==> src/slink_pkg.sv <==
// ----------------------------------------------------------------------------
// slink_pkg
// Shared types and codes of the sensor packet link: request functions,
// result kinds, register indexes, output slot positions and job descriptor.
// ----------------------------------------------------------------------------
package slink_pkg;

   // request function codes (value 3 is unused)
   localparam logic [1:0] FUNC_PAYLOAD = 2'd0;
   localparam logic [1:0] FUNC_RX_BYTE = 2'd1;
   localparam logic [1:0] FUNC_TICK    = 2'd2;

   typedef enum logic [1:0] {
      KIND_TX      = 2'd0,
      KIND_RX_DATA = 2'd1,
      KIND_DONE    = 2'd2,
      KIND_TIMEOUT = 2'd3
   } kind_type;

   // register indexes
   localparam int         CSR_INDEX_W           = 3;
   localparam logic [2:0] CSR_DEVICE_ADDRESS    = 3'd0;
   localparam logic [2:0] CSR_SYNC_WORD         = 3'd1;
   localparam logic [2:0] CSR_COMMAND_ID        = 3'd2;
   localparam logic [2:0] CSR_ACK_ID            = 3'd3;
   localparam logic [2:0] CSR_TIMEOUT_EVENTS    = 3'd4;

   localparam logic [31:0] RST_DEVICE_ADDRESS   = 32'hFFFF_FFFF;
   localparam logic [15:0] RST_SYNC_WORD        = 16'hEF01;
   localparam logic [7:0]  RST_COMMAND_ID       = 8'd1;
   localparam logic [7:0]  RST_ACK_ID           = 8'd7;
   localparam logic [15:0] RST_TIMEOUT_EVENTS   = 16'd1000;

   // output slots of a job, emitted lowest first
   localparam int SLOT_COUNT   = 15;
   localparam int SLOT_W       = 4;
   localparam int SLOT_HDR0    = 0;   // start code high .. length low: 0..8
   localparam int SLOT_HDR_LAST = 8;
   localparam int SLOT_PAYLOAD = 9;
   localparam int SLOT_CKS_HI  = 10;
   localparam int SLOT_CKS_LO  = 11;
   localparam int SLOT_RX_DATA = 12;
   localparam int SLOT_DONE    = 13;
   localparam int SLOT_TIMEOUT = 14;

   localparam logic [SLOT_W-1:0] S_START_HI = 4'd0;
   localparam logic [SLOT_W-1:0] S_START_LO = 4'd1;
   localparam logic [SLOT_W-1:0] S_ADDR3    = 4'd2;
   localparam logic [SLOT_W-1:0] S_ADDR2    = 4'd3;
   localparam logic [SLOT_W-1:0] S_ADDR1    = 4'd4;
   localparam logic [SLOT_W-1:0] S_ADDR0    = 4'd5;
   localparam logic [SLOT_W-1:0] S_CMD_ID   = 4'd6;
   localparam logic [SLOT_W-1:0] S_LEN_HI   = 4'd7;
   localparam logic [SLOT_W-1:0] S_LEN_LO   = 4'd8;
   localparam logic [SLOT_W-1:0] S_PAYLOAD  = 4'd9;
   localparam logic [SLOT_W-1:0] S_CKS_HI   = 4'd10;
   localparam logic [SLOT_W-1:0] S_CKS_LO   = 4'd11;
   localparam logic [SLOT_W-1:0] S_RX_DATA  = 4'd12;
   localparam logic [SLOT_W-1:0] S_DONE     = 4'd13;
   localparam logic [SLOT_W-1:0] S_TIMEOUT  = 4'd14;

   typedef struct packed {
      logic [31:0] device_address;
      logic [15:0] sync_word;
      logic [7:0]  command_id;
      logic [7:0]  ack_id;
      logic [15:0] timeout_events;
   } cfg_type;

   // one classified request: which slots to emit and their variable bytes
   typedef struct packed {
      logic [SLOT_COUNT-1:0] slots;
      logic [15:0]           len;
      logic [7:0]            pay;
      logic [15:0]           cks;
      logic [7:0]            rx_byte;
      logic [7:0]            code;
   } job_type;

endpackage

==> src/slink_if.sv <==
// ----------------------------------------------------------------------------
// slink_req_if / slink_rsp_if
// Valid/ready channels of the sensor packet link.
// ----------------------------------------------------------------------------
interface slink_req_if;
   logic        valid;
   logic        ready;
   logic [1:0]  func;
   logic [7:0]  data_byte;
   logic [15:0] payload_length;
   logic        last_byte;

   modport source (output valid, func, data_byte, payload_length, last_byte,
                   input ready);
   modport sink   (input valid, func, data_byte, payload_length, last_byte,
                   output ready);
endinterface

interface slink_rsp_if;
   logic       valid;
   logic       ready;
   logic [1:0] kind;
   logic [7:0] out_byte;
   logic       run_last;

   modport source (output valid, kind, out_byte, run_last, input ready);
   modport sink   (input valid, kind, out_byte, run_last, output ready);
endinterface

==> src/sensor_packet_link.sv <==
// ----------------------------------------------------------------------------
// sensor_packet_link
// Command/response packet engine for a serial sensor link: builds command
// packets (header, payload, checksum) and parses reply packets.
// ----------------------------------------------------------------------------
//
//  channel   dir  handshake          payload
//  req_chan  in   valid/ready        func, data_byte, payload_length, last_byte
//  rsp_chan  out  valid/ready        kind, out_byte, run_last
//  csr_*     in   csr_wr_en          csr_index (3), csr_wdata (32), no read-back
//
//  A request is taken when the job queue has room; its results leave one per
//  cycle while rsp_chan is ready, up to 12 results for the first payload
//  byte of a command (9 header + payload + 2 checksum), otherwise 1 to 3. The
//  result emitter in the back end sets the rate; no-result requests push no job.
//  Reset is synchronous, active high; registers return to their reset values
//  at once, no clearing pass. A stalled rsp_chan fills the queue, then
//  req_chan.ready drops; until then the front keeps taking requests.
// ----------------------------------------------------------------------------
module sensor_packet_link import slink_pkg::*; #(
   parameter int QUEUE_DEPTH = 4
) (
   input  logic                   clock,
   input  logic                   reset,
   slink_req_if.sink              req_chan,
   slink_rsp_if.source            rsp_chan,
   input  logic                   csr_wr_en,
   input  logic [CSR_INDEX_W-1:0] csr_index,
   input  logic [31:0]            csr_wdata
);

   cfg_type cfg_ff, cfg_in;

   logic    q_full;
   logic    q_push;
   job_type push_job;
   logic    q_pop;
   logic    q_valid;
   job_type q_job;

   // register file: user writes it only while the link is quiet; not enforced
   always_comb begin
      cfg_in = cfg_ff;
      if (csr_wr_en) begin
         case (csr_index)
            CSR_DEVICE_ADDRESS: cfg_in.device_address = csr_wdata;
            CSR_SYNC_WORD:      cfg_in.sync_word      = csr_wdata[15:0];
            CSR_COMMAND_ID:     cfg_in.command_id     = csr_wdata[7:0];
            CSR_ACK_ID:         cfg_in.ack_id         = csr_wdata[7:0];
            CSR_TIMEOUT_EVENTS: cfg_in.timeout_events = csr_wdata[15:0];
            default: begin
            end
         endcase
      end
   end

   always_ff @(posedge clock) begin
      if (reset) begin
         cfg_ff.device_address <= RST_DEVICE_ADDRESS;
         cfg_ff.sync_word      <= RST_SYNC_WORD;
         cfg_ff.command_id     <= RST_COMMAND_ID;
         cfg_ff.ack_id         <= RST_ACK_ID;
         cfg_ff.timeout_events <= RST_TIMEOUT_EVENTS;
      end else begin
         cfg_ff <= cfg_in;
      end
   end

   // front: classify request, update packet state, push a job
   slink_front u_front (
      .clock  (clock),
      .reset  (reset),
      .cfg    (cfg_ff),
      .req    (req_chan),
      .q_full (q_full),
      .push   (q_push),
      .job    (push_job)
   );

   // decoupling queue
   slink_queue #(
      .DEPTH (QUEUE_DEPTH)
   ) u_queue (
      .clock    (clock),
      .reset    (reset),
      .push     (q_push),
      .push_job (push_job),
      .full     (q_full),
      .pop      (q_pop),
      .q_valid  (q_valid),
      .q_job    (q_job)
   );

   // back: one result transfer per cycle from the head job while rsp_chan is ready
   slink_back u_back (
      .clock   (clock),
      .reset   (reset),
      .cfg     (cfg_ff),
      .q_valid (q_valid),
      .q_job   (q_job),
      .pop     (q_pop),
      .rsp     (rsp_chan)
   );

endmodule

==> src/slink_front.sv <==
// ----------------------------------------------------------------------------
// slink_front
// Accepts requests, runs the packet state (tx checksum, rx header matcher,
// timeout count) and pushes one job per request that yields results.
// ----------------------------------------------------------------------------
module slink_front import slink_pkg::*; (
   input  logic           clock,
   input  logic           reset,
   input  cfg_type        cfg,
   slink_req_if.sink      req,
   input  logic           q_full,
   output logic           push,
   output job_type        job
);

   typedef enum logic [1:0] {
      PH_IDLE = 2'd0,
      PH_TX   = 2'd1,
      PH_RX   = 2'd2
   } phase_type;

   phase_type   phase_ff, phase_in;
   logic [15:0] cks_ff, cks_in;
   logic [16:0] pos_ff, pos_in;
   logic [15:0] rlen_ff, rlen_in;
   logic [15:0] evt_ff, evt_in;
   logic [7:0]  code_ff, code_in;

   logic        accept;
   logic        do_count;
   logic [15:0] len;
   logic [15:0] cks_base;
   logic [15:0] evt_next;
   logic [16:0] pos_rel;
   logic [7:0]  b;
   logic [7:0]  addr_byte;
   logic [7:0]  code_now;

   assign req.ready = !q_full;
   assign accept    = req.valid && req.ready;
   assign b         = req.data_byte;
   assign len       = req.payload_length + 16'd2;
   assign evt_next  = evt_ff + 16'd1;
   assign pos_rel   = pos_ff - 17'd8;

   always_comb begin
      case (pos_ff[2:0])
         3'd2:    addr_byte = cfg.device_address[31:24];
         3'd3:    addr_byte = cfg.device_address[23:16];
         3'd4:    addr_byte = cfg.device_address[15:8];
         default: addr_byte = cfg.device_address[7:0];
      endcase
   end

   always_comb begin
      phase_in = phase_ff;
      cks_in   = cks_ff;
      pos_in   = pos_ff;
      rlen_in  = rlen_ff;
      evt_in   = evt_ff;
      code_in  = code_ff;
      job      = '0;
      do_count = 1'b0;
      code_now = code_ff;
      cks_base = cks_ff;
      job.len  = len;
      job.pay  = b;
      job.rx_byte = b;

      if (accept) begin
         case (req.func)
            FUNC_PAYLOAD: begin
               if (phase_ff != PH_TX) begin
                  job.slots[SLOT_HDR_LAST:SLOT_HDR0] = '1;
                  cks_base = {8'd0, len[15:8]} + {8'd0, len[7:0]}
                             + {8'd0, cfg.command_id};
               end
               job.slots[SLOT_PAYLOAD] = 1'b1;
               cks_in   = cks_base + {8'd0, b};
               job.cks  = cks_in;
               phase_in = PH_TX;
               if (req.last_byte) begin
                  job.slots[SLOT_CKS_HI] = 1'b1;
                  job.slots[SLOT_CKS_LO] = 1'b1;
                  phase_in = PH_RX;
                  pos_in   = '0;
                  rlen_in  = '0;
                  evt_in   = '0;
               end
            end
            FUNC_RX_BYTE: begin
               if (phase_ff == PH_RX) begin
                  do_count = 1'b1;
                  if (pos_ff == 17'd0) begin
                     if (b == cfg.sync_word[15:8]) pos_in = 17'd1;
                  end else if (pos_ff == 17'd1) begin
                     pos_in = (b == cfg.sync_word[7:0]) ? 17'd2 : 17'd0;
                  end else if (pos_ff <= 17'd5) begin
                     pos_in = (b == addr_byte) ? pos_ff + 17'd1 : 17'd0;
                  end else if (pos_ff == 17'd6) begin
                     pos_in = (b == cfg.ack_id) ? 17'd7 : 17'd0;
                  end else if (pos_ff == 17'd7) begin
                     rlen_in = {b, 8'd0};
                     pos_in  = 17'd8;
                  end else if (pos_ff == 17'd8) begin
                     rlen_in = {rlen_ff[15:8], b};
                     pos_in  = 17'd9;
                  end else begin
                     job.slots[SLOT_RX_DATA] = 1'b1;
                     if (pos_ff == 17'd9) code_now = b;
                     code_in  = code_now;
                     job.code = code_now;
                     if (pos_rel == {1'b0, rlen_ff}) begin
                        job.slots[SLOT_DONE] = 1'b1;
                        phase_in = PH_IDLE;
                        do_count = 1'b0;
                     end else if (pos_ff != 17'h1FFFF) begin
                        pos_in = pos_ff + 17'd1;
                     end
                  end
               end
            end
            FUNC_TICK: begin
               if (phase_ff == PH_RX) do_count = 1'b1;
            end
            default: begin
            end
         endcase

         if (do_count) begin
            evt_in = evt_next;
            if (evt_next >= cfg.timeout_events || cfg.timeout_events == 16'd0) begin
               job.slots[SLOT_TIMEOUT] = 1'b1;
               phase_in = PH_IDLE;
            end
         end
      end
   end

   assign push = accept && (job.slots != '0);

   always_ff @(posedge clock) begin
      if (reset) begin
         phase_ff <= PH_IDLE;
         cks_ff   <= '0;
         pos_ff   <= '0;
         rlen_ff  <= '0;
         evt_ff   <= '0;
         code_ff  <= '0;
      end else begin
         phase_ff <= phase_in;
         cks_ff   <= cks_in;
         pos_ff   <= pos_in;
         rlen_ff  <= rlen_in;
         evt_ff   <= evt_in;
         code_ff  <= code_in;
      end
   end

endmodule

==> src/slink_queue.sv <==
// ----------------------------------------------------------------------------
// slink_queue
// Small job queue between front and back.
// ----------------------------------------------------------------------------
module slink_queue import slink_pkg::*; #(
   parameter int DEPTH = 4
) (
   input  logic    clock,
   input  logic    reset,
   input  logic    push,
   input  job_type push_job,
   output logic    full,
   input  logic    pop,
   output logic    q_valid,
   output job_type q_job
);

   localparam int PTR_W = (DEPTH > 1) ? $clog2(DEPTH) : 1;
   localparam int CNT_W = $clog2(DEPTH + 1);
   localparam logic [PTR_W-1:0] PTR_LAST = PTR_W'(DEPTH - 1);
   localparam logic [CNT_W-1:0] CNT_FULL = CNT_W'(DEPTH);

   job_type          mem_ff [DEPTH];
   logic [PTR_W-1:0] wr_ptr_ff, wr_ptr_in;
   logic [PTR_W-1:0] rd_ptr_ff, rd_ptr_in;
   logic [CNT_W-1:0] count_ff, count_in;

   assign full    = (count_ff == CNT_FULL);
   assign q_valid = (count_ff != '0);
   assign q_job   = mem_ff[rd_ptr_ff];

   always_comb begin
      wr_ptr_in = wr_ptr_ff;
      rd_ptr_in = rd_ptr_ff;
      count_in  = count_ff;
      if (push) wr_ptr_in = (wr_ptr_ff == PTR_LAST) ? '0 : wr_ptr_ff + 1'b1;
      if (pop)  rd_ptr_in = (rd_ptr_ff == PTR_LAST) ? '0 : rd_ptr_ff + 1'b1;
      if (push && !pop)      count_in = count_ff + 1'b1;
      else if (pop && !push) count_in = count_ff - 1'b1;
   end

   always_ff @(posedge clock) begin
      if (push) mem_ff[wr_ptr_ff] <= push_job;
   end

   always_ff @(posedge clock) begin
      if (reset) begin
         wr_ptr_ff <= '0;
         rd_ptr_ff <= '0;
         count_ff  <= '0;
      end else begin
         wr_ptr_ff <= wr_ptr_in;
         rd_ptr_ff <= rd_ptr_in;
         count_ff  <= count_in;
      end
   end

`ifndef SYNTHESIS
   a_no_overflow: assert property (@(posedge clock) disable iff (reset)
      !(push && full && !pop)) else $error("job queue overflow");
   a_no_underflow: assert property (@(posedge clock) disable iff (reset)
      !(pop && !q_valid)) else $error("job queue underflow");
   a_count_range: assert property (@(posedge clock) disable iff (reset)
      count_ff <= CNT_FULL) else $error("job queue count out of range");
`endif

endmodule

==> src/slink_back.sv <==
// ----------------------------------------------------------------------------
// slink_back
// Expands queued jobs into result transfers, one slot per cycle while rsp is
// ready, through a registered output stage.
// ----------------------------------------------------------------------------
module slink_back import slink_pkg::*; (
   input  logic           clock,
   input  logic           reset,
   input  cfg_type        cfg,
   input  logic           q_valid,
   input  job_type        q_job,
   output logic           pop,
   slink_rsp_if.source    rsp
);

   job_type               job_ff, job_in;
   logic [SLOT_COUNT-1:0] rem_ff, rem_in;
   logic                  valid_ff, valid_in;
   kind_type              kind_ff, kind_in;
   logic [7:0]            byte_ff, byte_in;
   logic                  last_ff, last_in;

   logic                  advance;
   logic                  from_q;
   job_type               cur_job;
   logic [SLOT_COUNT-1:0] cur_mask;
   logic [SLOT_COUNT-1:0] low_bit;
   logic [SLOT_W-1:0]     slot;

   assign advance  = !valid_ff || rsp.ready;
   assign from_q   = (rem_ff == '0) && q_valid;
   assign cur_job  = from_q ? q_job : job_ff;
   assign cur_mask = from_q ? q_job.slots : rem_ff;
   assign low_bit  = cur_mask & (~cur_mask + 1'b1);
   assign pop      = advance && from_q;

   always_comb begin
      slot = '0;
      for (int i = 0; i < SLOT_COUNT; i++) begin
         if (low_bit[i]) slot = slot | SLOT_W'(i);
      end
   end

   always_comb begin
      job_in   = job_ff;
      rem_in   = rem_ff;
      valid_in = valid_ff;
      kind_in  = kind_ff;
      byte_in  = byte_ff;
      last_in  = last_ff;
      if (advance) begin
         valid_in = (cur_mask != '0);
         job_in   = cur_job;
         rem_in   = cur_mask & ~low_bit;
         last_in  = ((cur_mask & ~low_bit) == '0);
         kind_in  = KIND_TX;
         case (slot)
            S_START_HI: byte_in = cfg.sync_word[15:8];
            S_START_LO: byte_in = cfg.sync_word[7:0];
            S_ADDR3:    byte_in = cfg.device_address[31:24];
            S_ADDR2:    byte_in = cfg.device_address[23:16];
            S_ADDR1:    byte_in = cfg.device_address[15:8];
            S_ADDR0:    byte_in = cfg.device_address[7:0];
            S_CMD_ID:   byte_in = cfg.command_id;
            S_LEN_HI:   byte_in = cur_job.len[15:8];
            S_LEN_LO:   byte_in = cur_job.len[7:0];
            S_PAYLOAD:  byte_in = cur_job.pay;
            S_CKS_HI:   byte_in = cur_job.cks[15:8];
            S_CKS_LO:   byte_in = cur_job.cks[7:0];
            S_RX_DATA: begin
               kind_in = KIND_RX_DATA;
               byte_in = cur_job.rx_byte;
            end
            S_DONE: begin
               kind_in = KIND_DONE;
               byte_in = cur_job.code;
            end
            S_TIMEOUT: begin
               kind_in = KIND_TIMEOUT;
               byte_in = 8'd0;
            end
            default: byte_in = 8'd0;
         endcase
      end
   end

   always_ff @(posedge clock) begin
      job_ff  <= job_in;
      kind_ff <= kind_in;
      byte_ff <= byte_in;
      last_ff <= last_in;
   end

   always_ff @(posedge clock) begin
      if (reset) begin
         rem_ff   <= '0;
         valid_ff <= 1'b0;
      end else begin
         rem_ff   <= rem_in;
         valid_ff <= valid_in;
      end
   end

   assign rsp.valid    = valid_ff;
   assign rsp.kind     = kind_ff;
   assign rsp.out_byte = byte_ff;
   assign rsp.run_last = last_ff;

`ifndef SYNTHESIS
   a_timeout_last: assert property (@(posedge clock) disable iff (reset)
      valid_ff && kind_ff == KIND_TIMEOUT |-> last_ff)
      else $error("timeout result not marked last");
   a_done_last: assert property (@(posedge clock) disable iff (reset)
      valid_ff && kind_ff == KIND_DONE |-> last_ff)
      else $error("completion result not marked last");
   a_rem_shown: assert property (@(posedge clock) disable iff (reset)
      rem_ff != '0 |-> valid_ff && !last_ff)
      else $error("pending slots without a shown non-final result");
`endif

endmodule
==> src/flat_wrapper.sv <==
// flat-port wrapper written by rule: the top's interface ports become plain ports
module sensor_packet_link_flat import slink_pkg::*;
#(
   parameter int QUEUE_DEPTH = 4
)
  (clock, reset, csr_wr_en, csr_index, csr_wdata, req_chan_valid, req_chan_func, req_chan_data_byte, req_chan_payload_length, req_chan_last_byte, req_chan_ready, rsp_chan_valid, rsp_chan_kind, rsp_chan_out_byte, rsp_chan_run_last, rsp_chan_ready);
  slink_req_if req_chan_i ();
  slink_rsp_if rsp_chan_i ();
  input  logic clock;
  input  logic reset;
  input  logic csr_wr_en;
  input  logic [CSR_INDEX_W-1:0] csr_index;
  input  logic [31:0] csr_wdata;
  input wire logic [$bits(req_chan_i.valid)-1:0] req_chan_valid;
  input wire logic [$bits(req_chan_i.func)-1:0] req_chan_func;
  input wire logic [$bits(req_chan_i.data_byte)-1:0] req_chan_data_byte;
  input wire logic [$bits(req_chan_i.payload_length)-1:0] req_chan_payload_length;
  input wire logic [$bits(req_chan_i.last_byte)-1:0] req_chan_last_byte;
  output wire logic [$bits(req_chan_i.ready)-1:0] req_chan_ready;
  output wire logic [$bits(rsp_chan_i.valid)-1:0] rsp_chan_valid;
  output wire logic [$bits(rsp_chan_i.kind)-1:0] rsp_chan_kind;
  output wire logic [$bits(rsp_chan_i.out_byte)-1:0] rsp_chan_out_byte;
  output wire logic [$bits(rsp_chan_i.run_last)-1:0] rsp_chan_run_last;
  input wire logic [$bits(rsp_chan_i.ready)-1:0] rsp_chan_ready;
  assign req_chan_i.valid = req_chan_valid;
  assign req_chan_i.func = req_chan_func;
  assign req_chan_i.data_byte = req_chan_data_byte;
  assign req_chan_i.payload_length = req_chan_payload_length;
  assign req_chan_i.last_byte = req_chan_last_byte;
  assign req_chan_ready = req_chan_i.ready;
  assign rsp_chan_valid = rsp_chan_i.valid;
  assign rsp_chan_kind = rsp_chan_i.kind;
  assign rsp_chan_out_byte = rsp_chan_i.out_byte;
  assign rsp_chan_run_last = rsp_chan_i.run_last;
  assign rsp_chan_i.ready = rsp_chan_ready;
  sensor_packet_link #(.QUEUE_DEPTH(QUEUE_DEPTH)) u_core (.clock(clock), .reset(reset), .req_chan(req_chan_i), .rsp_chan(rsp_chan_i), .csr_wr_en(csr_wr_en), .csr_index(csr_index), .csr_wdata(csr_wdata));
endmodule
==> config.mk <==
export PLATFORM = sky130hd
export DESIGN_NAME = sensor_packet_link_flat
export DESIGN_NICKNAME = d
export VERILOG_FILES = /design/src/slink_pkg.sv /design/src/slink_if.sv /design/src/sensor_packet_link.sv /design/src/slink_front.sv /design/src/slink_queue.sv /design/src/slink_back.sv /design/src/flat_wrapper.sv
export SDC_FILE = /design/constraint.sdc
export NUM_CORES = 1
export LEC_CHECK = 0
export BUFFER_PORTS_ARGS = -buffer_cell sky130_fd_sc_hd__buf_4
export CAP_MARGIN = 40
export CORE_AREA = 8 8 333 335
export DETAILED_ROUTE_END_ITERATION = 8
export DIE_AREA = 0 0 341 343
export GPL_TIMING_DRIVEN = 0
export PLACE_DENSITY_LB_ADDON = 0.05
export SYNTH_ARGS = -nofsm -noshare
export SYNTH_HDL_FRONTEND = slang
export SYNTH_HIERARCHICAL = 1
export SYNTH_SLANG_ARGS = --single-unit
==> constraint.sdc <==
create_clock -name clock -period 16.45 [get_ports clock]
set_input_delay 0.8225 -clock clock [delete_from_list [all_inputs] [get_ports clock]]
set_output_delay 0.8225 -clock clock [all_outputs]
set_load 0.03 [all_outputs]
==> After elaboration in Yosys (flattened, before gate mapping) <==
Memories as Yosys holds them, arrays and structs flattened. A register that Yosys moved wholly into a read port is not among the register bits.
Cells that the tools add are included.
W data, S select, Z words.
{ "op_classes": {"bitwise": 10, "order_cmp": 2, "n_mul": 0, "n_reduce_logical": 37, "n_eq_ne": 50, "mux": 106, "addsub": 12, "shift": 0, "div": 0} }
{ "ops": {"columns": ["cell", "count"], "rows": [
  ["$mux W16", 14],
  ["$mux W17", 12],
  ["$pmux W8 S14", 1],
  ["$mux W8", 11],
  ["$mux W56", 1],
  ["$mux W2", 27],
  ["$eq A17 B3 Y1 const B", 2],
  ["$eq A17 B4 Y1 const B", 2],
  ["$pmux W17 S2", 1],
  ["$eq A8 B8 Y1", 4],
  ["$pmux W16 S2", 1],
  ["$and A15 B15 Y15", 2],
  ["$logic_not A15 Y1", 2],
  ["$mux W15", 2],
  ["$not A15 Y15", 2],
  ["$reduce_bool A15 Y1", 2],
  ["$eq A4 B4 Y1 const B", 7],
  ["$mux W4", 7],
  ["$reduce_and A9 Y1", 3],
  ["$pmux W8 S3", 1],
  ["$mux W3", 7],
  ["$add A17 B1 Y17 const B", 1],
  ["$eq A17 B1 Y1 const B", 1],
  ["$eq A17 B16 Y1", 1],
  ["45 further kinds", 103]
]} }
{ "totals": {"latchBits": 0, "ff_bits": 245, "ram_bits": 284, "inputBits": 67, "rom_bits": 0, "n_memories": 1, "output_inout_bits": 13} }
{ "memory_table": {"columns": ["name", "words", "width", "rd", "rd_ports_with_merged_regs", "write_ports", "line_no", "rtl"], "rows": [
  ["u_core.u_queue.mem_ff", 4, 71, 1, 1, 1, "slink_queue.sv:23", "job_type mem_ff [DEPTH];"]
]} }

==> Longest topological paths before layout <==
{ "depth": {"ltp_word": 22, "ltp_mapped": 21, "ltp_nobuf": 21} }

==> Cells and area by module <==
The synthesis kept the hierarchy.
{ "modules_own_cells": {"columns": ["mod", "area_per_inst_um2", "n_inst", "cells_each", "seq_area_each_um2"], "rows": [
  ["slink_queue", 10762.8, 1, 415, 8708.4],
  ["slink_front", 7407.1, 1, 980, 1501.4],
  ["slink_back", 4712.0, 1, 463, 2312.2],
  ["sensor_packet_link", 3200.6, 1, 315, 1601.5]
]} }

==> Least setup slack after synthesis <==
Ideal clock, no wire load.
{ "synth_path": {"path_kind": "register to register", "start": "reg u_core.u_front.evt_ff[6]", "end": "mem u_core/u_queue/mem_ff[0][0] (netlist bit), enable pin", "arrival_ps": 4713, "n_path_buf": 2, "path_slack_ps": 11300, "stages_incl_launch_ff": 16, "t_required_ps": 16013, "setup_ps": 437, "cell_sequence": "dfxtp_1 clkbuf_1 nand3_1 or3_1 clkbuf_1 nor2_1 nand3_1 or2_1 xnor2_1 ha_1 nand4_1 a2111oi_0 a21oi_1 nor2_1 o31a_1 and2_1"} }
{ "synth_between": {"elab_chain_cells": 10} }
{ "synth_lines": {"columns": ["element", "line_no", "rtl"], "rows": [
  ["from (decl)", "slink_front.sv:26", "logic [15:0] evt_ff, evt_in;"],
  ["from (signal assigned)", "slink_front.sv:155", "evt_ff <= evt_in;"],
  ["$add A16 B1 Y16", "slink_front.sv:43", "assign evt_next = evt_ff + 16'd1;"],
  ["$ge A16 B16 Y1", "slink_front.sv:132", "if (evt_next >= cfg.timeout_events || cfg.timeout_events == 16'd0) begin"],
  ["$logic_or A1 B1 Y1", "slink_front.sv:132", null],
  ["$mux W1", "slink_front.sv:132", null],
  ["$mux W1", "slink_front.sv:130", "if (do_count) begin"],
  ["$mux W15", "slink_front.sv:70", "if (accept) begin"],
  ["$reduce_bool A15 Y1", "slink_front.sv:140", "assign push = accept && (job.slots != '0);"],
  ["$logic_and A1 B1 Y1", "slink_front.sv:140", null],
  ["named net u_core.q_push", "sensor_packet_link.sv:35", "logic q_push;"],
  ["$mux W1", "slink_queue.sv:43", "if (push) mem_ff[wr_ptr_ff] <= push_job;"],
  ["$mux W1 (not written as such)", "slink_queue.sv:43", null],
  ["to (decl)", "slink_queue.sv:23", null]
]} }
The timed path passes the listed nets, and every way through them passes these cells.

==> flow_summary.json <==
{
  "r2r_slack_ps": 11040,
  "worst-r2r-cell-count": 13,
  "synth_top_cell_by_area": "edfxtp_1",
  "period_minus_slack_ps": 5527,
  "cts_setup_buffers": 0,
  "muxShareOfSynthArea": 0.1164,
  "worstPathRequired_ps": 16790,
  "max_clock_freq_ghz": 0.1809,
  "die_y_um": 343,
  "pwr-share-clk": 0.276,
  "drv_cap": 0,
  "start_util": 0.2464,
  "rsz0062_at_grt": "no",
  "slew_headroom": 0.4067,
  "worst_pin_slew_ps": 886.6,
  "clk_pin_slew_worst_paths_ps": 50,
  "total_power_mw": 5.311,
  "reg2reg_to": "u_core/u_queue/mem_ff[2][46]$_DFFE_PP_",
  "setup_viol": 0,
  "coreArea_mm2": 0.1059,
  "finish.instance_area_mm2": 0.03100,
  "hold_viol": 0,
  "hp-start": "csr_wdata[30]",
  "crit_path_end": "u_core/u_queue/mem_ff[0][24]$_DFFE_PP_",
  "track_usage": 0.1550,
  "hold_buffers": 0,
  "netlist.area_leader.share": 0.4041,
  "ys_seq_area_frac": 0.5415,
  "powerDensity_mw_per_mm2": 171.3,
  "post-route-period-util": 0.3360,
  "power_frac_seq": 0.320,
  "cp-start-kind": "input pin",
  "routed_via_density": 4.756,
  "clock_skew_ps": 26.01,
  "htree_levels": 3,
  "drv_slew": 0,
  "tns_ps": 0,
  "p_leak_nw": 11.16,
  "drc_errors": 0,
  "rows": 120,
  "syn_avg_cell_area_um2": 12.00,
  "synth_area_leaders": "edfxtp_1, dfxtp_1, mux4_2, mux2i_1, nor2_1",
  "ys_ff_latch": 530,
  "firstDrtPassIters": 6,
  "cts_resized": 0,
  "syn_nets": 2301,
  "dp_worst_setup_slack_ps": 10290,
  "wl_per_cell_um": 24.26,
  "clockBufferDepth": 3,
  "area_growth_pct": 18.84,
  "grt_max_degree": 51,
  "cts.sinks": 530,
  "peakVddDrop_mv": 0.1071,
  "antenna_found_initial": 6,
  "synth-xor-area-share": 0.02821,
  "cts_root_buf": "clkbuf_16",
  "cts_buffers": 69,
  "p_int_mw": 3.235,
  "nNetsFinal": 2473,
  "outcome": "finished, final reports clean",
  "place_area_mm2": 0.02877,
  "synthSimpleGateAreaFrac": 0.1415,
  "drive_gt1_frac": 0.1766,
  "cp-startpoint": "req_chan_payload_length[3]",
  "r2r_start": "u_core/u_front/pos_ff[0]$_SDFFE_PP0P_",
  "synthFlopType": "edfxtp_1",
  "cts_tree": "built",
  "dieArea_mm2": 0.1170,
  "synth_adder_area_share": 0.03243,
  "drt_wl_total_um": 92340,
  "drtIter0Drc": 1077,
  "net-switching-power_mw": 2.076,
  "synthesis.yosys.warnings": 6,
  "grt_pass1_wl_um": 133100,
  "synth_edf_count": 351,
  "io_buffers": 79,
  "dpl.hpwl_um": 69600,
  "arrival_ps": 5870,
  "synth_top_family_by_area": "simple AND/OR/NAND/NOR gates",
  "fp.dieW_um": 341,
  "synthesis.area_mm2": 0.02608,
  "end_kind": "flop",
  "swShare": 0.3909,
  "io_pins": 80,
  "async_flop_share": 0,
  "cp_max_fo": 5,
  "place_congestion": 0.8432,
  "synth_compound_area_frac": 0.09431,
  "p_comb_frac": 0.404,
  "crit_type": "in2reg",
  "netlist_instances": 2173,
  "clock_latency_ps": 640,
  "grt-ovfl-total": 0,
  "via_count": 18100,
  "worst_slack_ps": 10920,
  "grt_pass1_vias": 18329,
  "synth_cell_type_count": 101,
  "drtAntennaViolNets": 0,
  "hold_path.class": "in2reg"
}
-- power by group through the flow --
| stage | logic (mW) | clock network, mW | registers [mW] |
|---|---|---|---|
| 3_5_place_dp | 2.16 | 0 | 1.73 |
| 3_3_place_gp | 2.11 | 0 | 1.73 |
| 5_1_grt | 2.33 | 1.58 | 1.71 |
| 4_1_cts | 2.16 | 1.53 | 1.70 |
| 6_report | 2.15 | 1.47 | 1.70 |
| 2_1_floorplan | 1.31 | 0 | 1.74 |
-- worst max-delay path, cell delays in order --
cell and delay, ps:
buf_4 100, and3_1 170, and2_1 200, nand2_1 110, nor2_1 200, nand2_1 100, xnor2_1 600, fa_1 540
ha_1 340, a21oi_1 170, o21bai_1 110, a21oi_1 210, inv_1 60, a21oi_1 180, xor2_1 170, o21ai_0 100
ha_1 370, and2_1 160, o21ai_0 170, nor3b_1 190, o21ai_0 600, inv_1 180
-- layer usage --
| metal | global-route usage | wire length (um) |
|---|---|---|
| met5 | 0 | 20 |
| met4 | 0.03067 | 1344 |
| met3 | 0.02771 | 4259 |
| met2 | 0.2523 | 42910 |
| met1 | 0.2157 | 43810 |
-- kinds of logic (layout without fill, tap and decap cells) --
family,Yosys count,count (layout)
simple gates,717,717
flops,530,530
other cells,0,2
fa+ha+maj,61,61
xor+xnor,84,84
buf+inv,231,459
mux,210,210
compound gates,340,340
-- through the flow --
stage                     hold slack, ps    util  instances
after floorplan                    436.6       -       2173
after global placement             447.0  0.2686       3655
final                              455.9  0.2928       3806
after global routing               426.8  0.2928       3804
after CTS                          407.7  0.2927       3803
after detailed placement           451.3  0.2718       3676
-- state kept, by name, summed over array words and instances, names as in the netlist, named ones only --
signal and flops:
u_core/u_queue/mem_ff 284, u_core/cfg_ff 80, u_core/u_back/job_ff 56, u_core/u_front/pos_ff 17
u_core/u_front/cks_ff 16, u_core/u_front/evt_ff 16, u_core/u_front/rlen_ff 16, u_core/u_back/rem_ff 14
u_core/u_back/rsp.out_byte 8, u_core/u_front/code_ff 8, u_core/u_queue/count_ff 3, u_core/u_back/rsp.kind 2
u_core/u_front/phase_ff 2, u_core/u_queue/rd_ptr_ff 2, u_core/u_queue/wr_ptr_ff 2, u_core/u_back/rsp.run_last 1
u_core/u_back/rsp.valid 1
-- cell usage after synthesis (all sizes together), types with 10 or more instances --
| cell | instances |
|---|---|
| ha | 50 |
| a21o | 24 |
| edfxtp | 351 |
| a31oi | 15 |
| dfxtp | 179 |
| buf | 84 |
| or3 | 21 |
| o2bb2ai | 13 |
| nor4 | 31 |
| a221oi | 14 |
| a222oi | 11 |
| nor2 | 205 |
| a211oi | 17 |
| mux2 | 34 |
| nor3 | 35 |
| nand3 | 58 |
| and3 | 15 |
| a21oi | 93 |
| nand2 | 175 |
| o21ai | 35 |
| nand4 | 19 |
| xnor2 | 45 |
| nand4b | 10 |
| mux2i | 105 |
| a22oi | 31 |
| inv | 89 |
| nor2b | 21 |
| and2 | 15 |
| mux4 | 71 |
| nand3b | 13 |
| clkbuf | 57 |
| and4 | 12 |
| xor2 | 39 |
| a31o | 11 |
| nand2b | 51 |
| fa | 11 |
-- layout by cell type (no fill, tap or decap), drive strengths merged, types with 71 or more instances in the layout --
cell    Yosys  layout
edfxtp    351     351
mux4       71      71
inv        89      91
nand2     175     175
nor2      205     205
a21oi      93      93
buf        84     184
dfxtp     179     179
mux2i     105     105
clkbuf     57     143
-- worst min-delay path by stage --
stage / endpoint / slack [ps] / cells past startpoint
floorplan: u_core/u_front/cks_ff[0]$_SDFFE_PP0P_ / 440 / 2
global placement: u_core/u_front/cks_ff[7]$_SDFFE_PP0P_ / 450 / 2
detailed placement: u_core/u_front/cks_ff[6]$_SDFFE_PP0P_ / 450 / 2
CTS: u_core/cfg_ff[78]$_SDFFE_PP1P_ / 410 / 3
global route: u_core/cfg_ff[78]$_SDFFE_PP1P_ / 430 / 3
finish: u_core/cfg_ff[78]$_SDFFE_PP1P_ / 460 / 3
-- final cells by class --
type | instances | area [um^2]
fillers | 10930 | 74860
flip-flops and latches | 530 | 14120
multi-input cells | 1412 | 10790
clock buffers | 86 | 1831
well taps | 1403 | 1755
repair buffers | 101 | 913.4
plain buffers | 141 | 855.8
clock inverters | 41 | 389.1
inverters | 90 | 337.8
diodes | 2 | 5.005
Power figures use the tool's default switching activity.
